**src/rtl/mpq_pkg.sv**
```systemverilog
// ----------------------------------------------------------------------------
// mpq_pkg
// Shared types, codes and sizes for the max priority queue.
// ----------------------------------------------------------------------------
package mpq_pkg;

  localparam int DEPTH_DEFAULT = 64;
  localparam int ID_W          = 16;
  localparam int DEMAND_W      = 32;
  localparam int OCC_W         = 7;

  typedef enum logic [1:0] {
    ST_PUSHED = 2'd0,
    ST_POPPED = 2'd1,
    ST_EMPTY  = 2'd2,
    ST_FULL   = 2'd3
  } status_t;

  typedef enum logic {
    CMD_PUSH = 1'b0,
    CMD_POP  = 1'b1
  } command_t;

  typedef struct packed {
    logic [ID_W-1:0]            id;
    logic signed [DEMAND_W-1:0] demand;
  } entry_t;

  typedef struct packed {
    logic   push;
    logic   pop;
    entry_t item;
  } cell_ctrl_t;

endpackage

```
**src/rtl/mpq_cell.sv**
```systemverilog
// ----------------------------------------------------------------------------
// mpq_cell
// One slot of the sorted chain: keeps, takes the new item or shifts.
// ----------------------------------------------------------------------------
module mpq_cell (
  input  logic                clk,
  input  mpq_pkg::cell_ctrl_t ctrl,
  input  logic                occupied,
  input  logic                left_ge,
  input  mpq_pkg::entry_t     left_entry,
  input  mpq_pkg::entry_t     right_entry,
  output logic                ge,
  output mpq_pkg::entry_t     entry
);

  assign ge = occupied && (entry.demand >= ctrl.item.demand);

  always_ff @(posedge clk) begin
    if (ctrl.pop) begin
      entry <= right_entry;
    end else if (ctrl.push && !ge) begin
      entry <= left_ge ? ctrl.item : left_entry;
    end
  end

endmodule
```
**config.mk**
```make
export PLATFORM = sky130hd
export DESIGN_NAME = mpq_cell
export DESIGN_NICKNAME = d
export VERILOG_FILES = /design/src/rtl/mpq_pkg.sv /design/src/rtl/mpq_cell.sv
export SDC_FILE = /design/constraint.sdc
export NUM_CORES = 1
export LEC_CHECK = 0
export BUFFER_PORTS_ARGS = -buffer_cell sky130_fd_sc_hd__buf_2
export CAP_MARGIN = 20
export CORE_MARGIN = 2
export CORE_UTILIZATION = 44
export DETAILED_ROUTE_END_ITERATION = 7
export PLACE_DENSITY = 0.91
export SKIP_LAST_GASP = 1
export SYNTH_ARGS = -nofsm -noshare
export SYNTH_HDL_FRONTEND = slang
export SYNTH_SLANG_ARGS = --single-unit
```
**constraint.sdc**
```tcl
create_clock -name clk -period 4.2 [get_ports clk]
set_input_delay 0.84 -clock clk [delete_from_list [all_inputs] [get_ports clk]]
set_output_delay 0.84 -clock clk [all_outputs]
set_load 0.01 [all_outputs]
```
==> results of run 1 <==
area by class of cell:
cell class                 instances  share of cell area
clock inverter                     3             0.00586
timing repair buffer             201               0.227
inverter                          33              0.0276
clock buffer                       5              0.0154
sequential                        48               0.322
tap                               99              0.0276
multi-input combinational        229               0.375
how the worst max path moves through the flow:
stage,cells after the start,start,end,slack [ns]
CTS,10,ctrl[27],ge,0.64
floorplan,8,ctrl[14],entry[0],0.32
finish,10,ctrl[27],ge,0.66
detailed placement,10,ctrl[27],ge,0.65
global route,10,ctrl[27],ge,0.47
global placement,10,ctrl[27],ge,0.67
stage by stage:
| step | cell area [um2] | worst slack (ns) |
|---|---|---|
| final | 4480 | 0.661 |
| after global routing | 4480 | 0.467 |
| after CTS | 4480 | 0.642 |
| after detailed placement | 4390 | 0.653 |
| after global placement | 4390 | 0.675 |
| after floorplan | 3310 | 0.323 |
critical path: stages:
cell and delay [ns]:
buf_2 0.10, inv_1 0.05, ha_1 0.32, a21oi_1 0.14
o21ai_1 0.14, a2111oi_2 0.36, a211oi_1 0.14, nor4bb_2 0.34
o22ai_1 0.13, buf_2 0.15
routing by layer:
layer  global-route usage  up-vias
li1                     -     1560
met1                0.244     1391
met2                0.394      129
met3               0.0426       13
met4               0.0795        0
met5                    0        -
power by group:
group	leakage (nW)	switching [W]	internal (W)
Clock	0.0491	0.000176	0.000123
Sequential	0.488	0.0000252	0.000600
Combinational	1.80	0.000208	0.000183
cells by family after synthesis:
group                      count (synthesis)  share of synthesized area
adders and majority gates                 32                      0.121
muxes                                     48                      0.145
buffers and inverters                     50                     0.0578
and+or+nand+nor                           74                      0.107
DFF                                       48                      0.435
AOI/OAI and AO/OA                         75                      0.135
layout by cell type (no fill, tap or decap), drive strengths merged:
master	n
a21boi	1
ha	32
nor2	3
nand3	2
inv	35
clkinv	1
a21oi	10
a41oi	1
buf	201
nand4	5
o21ai	53
clkbuf	5
nor2b	3
o31a	1
and4	4
a211oi	1
o211a	1
a2111oi	2
nor4	1
mux2i	48
edfxtp	48
nand2b	2
nor4bb	1
nand2	52
o22a	1
o22ai	1
and3	1
a21o	2
o211ai	1
==> metrics.md, run 1 <==
| Metric | Value |
|---|---|
| Yosys warnings | `0` |
| Cts-stage hold buffer count | `0` |
| Wl on met1 | `3.60 mm` |
| Biggest regs | `entry (48)` |
| Vert. Die Dim | `90.8 um` |
| Met2 WL | `~4.6 mm` |
| Setup tns final | `0 ns` |
| Fin crit share | `0.843` |
| Post CTS Setup Buffer Count | `0` |
| VDD IR-drop max | `between 0.00015 and 0.0002 V` |
| Detailed-route via count | `3093` |
| GP Congestion | `0.757` |
| Post-synthesis register bit count | `48` |
| FF-to-FF Start | `entry[27]` |
| FMAX | `283 MHz` |
| Leak Pwr | `2.33 nW` |
| N_diodes | `0` |
| Worst Path Required | `roughly 3.4 ns` |
| Placed Cells | `610` |
| Final Hold Slack | `0.795 ns` |
| Min Tclk post-route | `3.54 ns` |
| Final Power | `around 0.0013 W` |
| Final Hold Viols | `0` |
| Reg clk slew, reported paths | `0.11 ns` |
| Top reg by flops | `entry` |
| H-Tree Depth | `2` |
| Top Metal Used | `met4` |
| Syn Inst Count | `327` |
| CTS Root Cell | `clkbuf_8` |
| Asr flop ratio synth | `0` |
| Number of I/O pins | `198` |
| Number of global-route vias before repair | `3236` |
| Setup-failing EPs final | `0` |
| CTS tree | `yes` |
| Largest register FFs | `48` |
| Synthesis-to-finish area growth | `35.3%` |
| WL final | `roughly 9 mm` |
| Clock Path Buffers | `2` |
| Resized Gates After CTS | `0` |
| DR vias/cell | `5.00` |
| Worst hold path type | `input pin to register` |
| Die width | `~90 um` |
| Setup Skew | `between 0.01 and 0.015 ns` |
| Power per Cell Area | `293 nW/um2` |
| Synth area leader | `edfxtp_1` |
| Crit path launch type | `input pin` |
| FF/Latch Area | `1440 um2` |
| FF-to-FF setup slack | `1.48 ns` |
| Worst Hold Depth | `3` |
| Top cell type's share of synthesized area | `0.435` |
| Die ar. | `slightly above 8000 um2` |
| DRC viols | `0` |
| Wire per inst | `around 14 um` |
| Multi-input logic area | `1680 um2` |
| Nets | `699` |
| Hpwl dp | `7.28 mm` |
| WP data arrival | `2.70 ns` |
| Starting Density | `0.455` |
| Share of cells above drive strength 1 | `0.422` |
| Rows | `31` |
| Slew Limit Fails | `0` |
| Post-synth EDFFs | `48` |
| Core ar. | `~7300 um2` |
| Crit-path max FO | `3` |
| Maximum number of pins on one net before global-route repair | `51` |
| Initial antenna violation count | `0` |
| Status | `finished clean` |
| Final ANT Viol Nets | `0` |
| Reg-to-reg endpoint | `entry[0]` |
| Prevailing post-synth register cell | `edfxtp_1` |
| Slew at the pin with the worst max-slew slack | `0.805 ns` |
| RSZ-0062 raised after global routing | `no` |
| Synth top cells by count | `nand2_1, o21ai_0, edfxtp_1, mux2i_1, inv_1` |
| Post-synthesis cell type count | `34` |
| Sequential area share after synthesis | `0.435` |
| Worst min-delay path startpoint | `right_entry[37]` |
| Clk_lat worst skew | `between 0.3 and 0.4 ns` |
| Slew HR | `0.463` |
| Synth area leaders | `edfxtp_1, mux2i_1, ha_1` |
| Filler Cell Count | `629` |
| Clk sinks | `48` |
| Top-count cell post-synth | `nand2_1` |
| Worst Reg2Reg Path Length in Cells | `8` |
| IO Port Bufs | `197` |
| First-pass GRT wire length | `around 14 mm` |
| First-pass iteration count of the detailed router | `4` |
| Metal3 WL | `540 um` |
| TritonCTS Buffers | `5` |
| Gr ovfl total | `0` |
| Setup CP Type | `input pin to output pin` |
| Hold Path End | `entry[37]` |
| Utilization after layout | `0.615` |
| Critical Path End Type | `output pin` |
| GRT Util Overall | `0.214` |
| Mapped Nets | `508` |
| Syn Area/Cell | `10.1 um2` |
| Max Cap Viol | `0` |
| Post-Syn Area | `between 3000 and 4000 um2` |
| Post-Layout Cell Count | `slightly above 600` |
| DRT iter0 DRCs | `85` |
(Power assumes the default switching activity.)
==> inputs of run 2 (changes only) <==
CORE_UTILIZATION = 40   (was 44)
PLACE_DENSITY = 0.88   (was 0.91)
clock period = 2.9 ns   (was 4.2 ns; I/O delays follow)
==> run 2 against run 1 <==
  * Final area is 6.2% higher
  * Combinational power up 66%
  * Non-clock buffer count rose by 13
  * Largest cell class unchanged
  * Cell count rose by 3.1%
  * Sequential cell count stayed put
  * Count of clock-buffer cells in the layout unchanged
  * Register-to-register slack got worse by 1.2 ns
  * Highest routed layer unchanged
  * Utilization down 2.9 points
  * Sequential share of layout area is 1.9 points lower
  * First-iteration DRC count rose by 20%
  * Clock skew shrank 0.0054 ns
==> metrics.md, run 2 (same netlist as run 1, synthesis figures left out) <==
| Metric | Value |
|---|---|
| Die width | `95.0 um (+4.7%)` |
| Number of global-route vias before repair | `3180 (-1.7%)` |
| Worst Path Required | `2.32 ns (-1.04 ns)` |
| Die ar. | `9030 um2 (+9.5%)` |
| Reg-to-reg endpoint | `entry[28]` |
| Crit-path max FO | `2 (-1)` |
| Final Power | `0.00196 W (+49%)` |
| FF/Latch Area | `1440 um2 (unchanged)` |
| WP data arrival | `2.32 ns (-0.38 ns)` |
| Top reg by flops | `entry` |
| CTS tree | `yes` |
| Final ANT Viol Nets | `0 (unchanged)` |
| GRT Util Overall | `0.199 (-0.0155)` |
| Detailed-route via count | `3223 (+4.2%)` |
| FF-to-FF setup slack | `0.24 ns (-1.24 ns)` |
| Hold Path End | `entry[6]` |
| Vert. Die Dim | `95.0 um (+4.7%)` |
| Status | `finished clean` |
| Slew HR | `0.567 (+0.104)` |
| Reg clk slew, reported paths | `0.09 ns (-0.02 ns)` |
| H-Tree Depth | `2 (unchanged)` |
| DRT iter0 DRCs | `102 (+20%)` |
| FF-to-FF Start | `entry[29]` |
| Slew at the pin with the worst max-slew slack | `0.649 ns (-0.156 ns)` |
| Leak Pwr | `2.40 nW (+3.1%)` |
| Clock Path Buffers | `2 (unchanged)` |
| Share of cells above drive strength 1 | `0.470 (+0.0480)` |
| Worst min-delay path startpoint | `right_entry[6]` |
| Leading cell type in the layout, fill and taps excluded | `buf_2` |
| FMAX | `345 MHz` |
| RSZ-0062 raised after global routing | `yes` |
| Gr ovfl total | `0 (unchanged)` |
| Setup-failing EPs final | `0 (unchanged)` |
| Worst hold path type | `input pin to register` |
| Critical Path End Type | `output pin` |
| GP Congestion | `0.735 (-2.9%)` |
| Synthesis-to-finish area growth | `43.6%` |
| Placed inst area | `4480 um2 (+2.1%)` |
| Slew Limit Fails | `0 (unchanged)` |
| CTS Root Cell | `clkbuf_8` |
| Largest register FFs | `48 (unchanged)` |
| Highest-count cells in the layout ignoring fill and taps | `buf_2, nand2_1, o21ai_0` |
| Starting Density | `0.407 (-0.0471)` |
| Max Cap Viol | `0 (unchanged)` |
| Worst Reg2Reg Path Length in Cells | `10 (+2)` |
| First-pass GRT wire length | `14.1 mm (-2.0%)` |
| DRC viols | `0 (unchanged)` |
| Hpwl dp | `7.38 mm (+1.5%)` |
| VDD IR-drop max | `0.000216 V (+39%)` |
| Final Hold Viols | `0 (unchanged)` |
| TritonCTS Buffers | `5 (unchanged)` |
| Nets | `712 (+1.9%)` |
| DR vias/cell | `5.06 (+1.1%)` |
| Core ar. | `8130 um2 (+12%)` |
| Clk sinks | `48 (unchanged)` |
| Rows | `33 (+6.5%)` |
| Setup CP Type | `input pin to output pin` |
| Wire per inst | `14.8 um (+2.2%)` |
| N_diodes | `0 (unchanged)` |
| WL final | `9.41 mm (+5.4%)` |
| Multi-input logic area | `1840 um2 (+9.2%)` |
| Crit path launch type | `input pin` |
| Maximum number of pins on one net before global-route repair | `81 (+59%)` |
| Min Tclk post-route | `2.90 ns` |
| First-pass iteration count of the detailed router | `5 (+1)` |
| Filler Cell Count | `705 (+12%)` |
| Setup Skew | `0.00781 ns (-0.00537 ns)` |
| Biggest regs | `entry (48)` |
| Clk_lat worst skew | `0.30 ns (about the same)` |
| Worst Hold Depth | `3 (unchanged)` |
| Number of I/O pins | `198 (unchanged)` |
| Power per Cell Area | `411 nW/um2 (+40%)` |
| Initial antenna violation count | `0 (unchanged)` |
| Final Cell Area | `4760 um2 (+6.2%)` |
| Fin crit share | `0.999` |
| IO Port Bufs | `197 (unchanged)` |
==> run 2: cell types whose count changed in the layout (fill, tap and decap cells not counted), sizes merged <==
cell / previous run / this run
buf: 201 / 214
clkinvlp: 0 / 2
inv: 35 / 33
==> run 2: area by class of cell <==
type	instances	area share
Clock buffer	5	0.0145
Tap cell	105	0.0276
Multi-Input combinational cell	229	0.386
Timing Repair Buffer	214	0.239
Sequential cell	48	0.303
Clock inverter	3	0.00394
Inverter	33	0.0260
==> run 2: metrics by stage <==
| stage | cells | worst slack (ns) | util | hold WS [ns] | setup TNS, ns |
|---|---|---|---|---|---|
| after CTS | 634 | -0.0363 | 0.571 | 0.543 | -0.0363 |
| after global placement | 623 | -0.0973 | 0.551 | 0.856 | -0.851 |
| after detailed placement | 623 | -0.232 | 0.551 | 0.865 | -5.41 |
| final | 637 | 0.00384 | 0.585 | 0.558 | 0 |
| after floorplan | 327 | 0.0838 | - | 0.767 | 0 |
| after global routing | 637 | -0.0936 | 0.585 | 0.562 | -0.0936 |
==> run 2: timing repair <==
item | 4_1_cts | 5_1_grt
pin swaps | 6 | 8
hold buffers | 0 | 0
setup endpoints to repair | 1 | 1
buffers inserted | 3 | 3
gates resized for setup | 10 | 10
==> run 2: how the worst max path moves through the flow <==
stage	to	start
6_report	ge	ctrl[21]
5_1_grt	ge	entry[21]
4_1_cts	ge	entry[14]
3_5_place_dp	ge	ctrl[27]
3_3_place_gp	ge	ctrl[27]
2_1_floorplan	entry[0]	ctrl[14]
==> run 2: report_power, final <==
part           internal [W]  switching (W)  total [W]
clock network      0.000167       0.000231   0.000397
logic              0.000319       0.000327   0.000646
registers          0.000870      0.0000442   0.000914
total               0.00136       0.000602    0.00196
==> run 2: per-layer routing <==
layer | vias to the layer above | part of all wire | GRT usage
li1 | 1589 | - | -
met1 | 1479 | 0.39 | 0.222
met2 | 139 | 0.53 | 0.383
met3 | 16 | 0.067 | 0.0387
met4 | 0 | 0.012 | 0.0495
met5 | - | 0 | 0
==> run 2: worst max-delay path, stage by stage <==
cell and delay (ns):
buf_2 0.10, inv_1 0.10, ha_4 0.22, a21oi_2 0.13, nor2_1 0.05, a2111oi_2 0.36
a211oi_2 0.13, nor4bb_2 0.36, o22ai_1 0.11, buf_2 0.15
==> inputs of run 3 (changes only) <==
CORE_ASPECT_RATIO = 1.5   (was default)
==> run 3 against run 2 <==
  * Clock skew hardly changed
  * Final area is 0.29% higher
  * Critical path depth is 1 higher
  * Cell count is 0.47% lower
  * Highest routed layer unchanged
  * Global-route usage is 0.072 points higher
  * First-iteration DRC count is 38% lower
==> metrics.md, run 3 (same netlist as run 1, synthesis figures left out) <==
| Metric | Value |
|---|---|
| CTS Root Cell | `clkbuf_16` |
| Number of global-route vias before repair | `3140 (-1.3%)` |
| TritonCTS Buffers | `5 (unchanged)` |
| Worst min-delay path startpoint | `right_entry[28]` |
| Slew HR | `0.567 (about the same)` |
| DRT iter0 DRCs | `63 (-38%)` |
| Utilization after layout | `0.596 (+0.0110)` |
| Most used cell, CP | `buf_2` |
| Worst Path Required | `2.32 ns (about the same)` |
| Clk_lat worst skew | `0.29 ns (about the same)` |
| Detailed-route via count | `3179 (-1.4%)` |
| Min Tclk post-route | `2.89 ns (-0.00194 ns)` |
| Worst hold path type | `input pin to register` |
| Crit-path slowest cell | `ha_1` |
| Clk sinks | `48 (unchanged)` |
| CTS tree | `yes` |
| Rows | `40 (+21%)` |
| Leading cell type in the layout, fill and taps excluded | `buf_2` |
| N_diodes | `0 (unchanged)` |
| Reg-to-reg endpoint | `entry[13]` |
| First-pass GRT wire length | `14.2 mm (+0.54%)` |
| Wire per inst | `14.6 um (-0.80%)` |
| Top reg by flops | `entry` |
| Synthesis-to-finish area growth | `44.1%` |
| WP data arrival | `2.31 ns (about the same)` |
| Highest-count cells in the layout ignoring fill and taps | `buf_2, nand2_1, o21ai_0` |
| Clock Path Buffers | `2 (unchanged)` |
| Worst Hold Depth | `3 (unchanged)` |
| Biggest regs | `entry (48)` |
| FF-to-FF setup slack | `0.25 ns (about the same)` |
| Die width | `78.3 um (-18%)` |
| VDD IR-drop max | `0.000308 V (+42%)` |
| GRT Util Overall | `0.199 (+0.000719)` |
| Final Cell Area | `4770 um2 (+0.29%)` |
| Crit-path max FO | `2 (unchanged)` |
| GP Congestion | `0.780 (+6.0%)` |
| Nets | `709 (-0.42%)` |
| RSZ-0062 raised after global routing | `yes` |
| Setup CP Type | `input pin to output pin` |
| DRC viols | `0 (unchanged)` |
| Share of cells above drive strength 1 | `0.448 (-0.0219)` |
| FF-to-FF Start | `entry[27]` |
| Critical Path End Type | `output pin` |
| Slew at the pin with the worst max-slew slack | `0.649 ns (+0.0000428 ns)` |
| Starting Density | `0.414 (+0.00643)` |
| Gr ovfl total | `0 (unchanged)` |
| FMAX | `346 MHz (about the same)` |
| Buffers and inverters on the worst path | `4 (+1)` |
| Worst Reg2Reg Path Length in Cells | `10 (unchanged)` |
| Placed inst area | `4510 um2 (+0.56%)` |
| FF/Latch Area | `1440 um2 (unchanged)` |
| H-Tree Depth | `2 (unchanged)` |
| Maximum number of pins on one net before global-route repair | `81 (unchanged)` |
| Final ANT Viol Nets | `0 (unchanged)` |
| Vert. Die Dim | `115 um (+22%)` |
| Power per Cell Area | `440 nW/um2 (+7.1%)` |
| DR vias/cell | `5.01 (-0.90%)` |
| Max Cap Viol | `0 (unchanged)` |
| Initial antenna violation count | `0 (unchanged)` |
| Reg clk slew, reported paths | `0.06 ns (-0.03 ns)` |
| Crit path launch type | `input pin` |
| Final Hold Viols | `0 (unchanged)` |
| Crit path max-delay family | `simple AND/OR/NAND/NOR gates` |
| Core ar. | `8010 um2 (-1.6%)` |
| Slew Limit Fails | `0 (unchanged)` |
| Filler Cell Count | `660 (-6.4%)` |
| CP cell instances | `buf_2 -> inv_1 -> ha_1 -> nand4_1 -> nor4_2 -> buf_4 -> nor2_1 -> a41oi_2 -> nor4bb_4 -> o22ai_1 -> buf_2` |
| Hold Path End | `entry[28]` |
| Setup-failing EPs final | `0 (unchanged)` |
| Die ar. | `9050 um2 (+0.17%)` |
| Largest register FFs | `48 (unchanged)` |
| IO Port Bufs | `197 (unchanged)` |
| Status | `finished clean` |
| Multi-input logic area | `1800 um2 (-2.0%)` |
| Number of I/O pins | `198 (unchanged)` |
| Leak Pwr | `2.43 nW (+1.1%)` |
| First-pass iteration count of the detailed router | `4 (-1)` |
| Largest stage delay, worst path | `0.31 ns (-0.05 ns)` |
| Fin crit share | `0.998 (about the same)` |
| Hpwl dp | `7.39 mm (about the same)` |
| WL final | `9.29 mm (-1.3%)` |
| Setup Skew | `0.00819 ns (+0.000379 ns)` |
-- run 3: cell types whose count changed in the layout (fill, tap and decap cells not counted), sizes merged --
cell,previous run,this run
clkinvlp,2,0
clkbuf,5,7
buf,214,211
-- run 3: stage by stage --
step                total power (W)  TNS, ns  cells  hold slack [ns]  setup slack, ns
floorplan                   0.00123        0    327            0.767           0.0838
global placement            0.00149   -0.198    623            0.856           -0.128
detailed placement          0.00152    -3.16    623            0.863           -0.197
CTS                         0.00210  -0.0236    632            0.562          -0.0236
global route                0.00222  -0.0840    634            0.583          -0.0840
finish                      0.00210        0    634            0.571          0.00579
-- run 3: layout make-up --
class / count / area share
repair buffers: 211 / 0.239
clock inverters: 1 / 0.000786
flip-flops and latches: 48 / 0.302
well taps: 105 / 0.0275
multi-input cells: 229 / 0.377
inverters: 33 / 0.0259
clock buffers: 7 / 0.0278
-- run 3: power breakdown --
part / switching [W] / internal (W)
Sequential: 0.0000377 / 0.000871
Clock: 0.000235 / 0.000318
Combinational: 0.000326 / 0.000316
-- run 3: how the worst max path moves through the flow --
stage / start / endpoint / slack, ns / cells past startpoint
floorplan: ctrl[14] / entry[0] / 0.08 / 8
global placement: ctrl[27] / ge / -0.13 / 10
detailed placement: ctrl[27] / ge / -0.20 / 10
CTS: entry[15] / ge / -0.02 / 7
global route: ctrl[27] / ge / -0.08 / 10
finish: ctrl[26] / ge / 0.006 / 11
-- run 3: metal layers --
metal	up-vias	GRT usage	share of wire
met5	-	0	0
met4	0	0.0713	0.018
met3	14	0.0428	0.059
met2	123	0.386	0.55
met1	1458	0.210	0.37
li1	1584	-	-
-- run 3: worst register-to-register path, stage by stage (launching register included) --
cell and delay [ns]:
edfxtp_1 0.44, ha_4 0.30, nand4_1 0.15, nor4_2 0.31
buf_4 0.16, nor2_1 0.06, a41oi_2 0.21, nor4bb_4 0.07
buf_4 0.14, o31a_4 0.39, buf_12 0.17
-- run 3: repair_timing --
item | CTS | global route
endpoints found under the setup margin | 1 | 1
pin swaps | 9 | 8
hold buffers | 0 | 0
resized for setup | 6 | 7
buffers inserted | 1 | 2
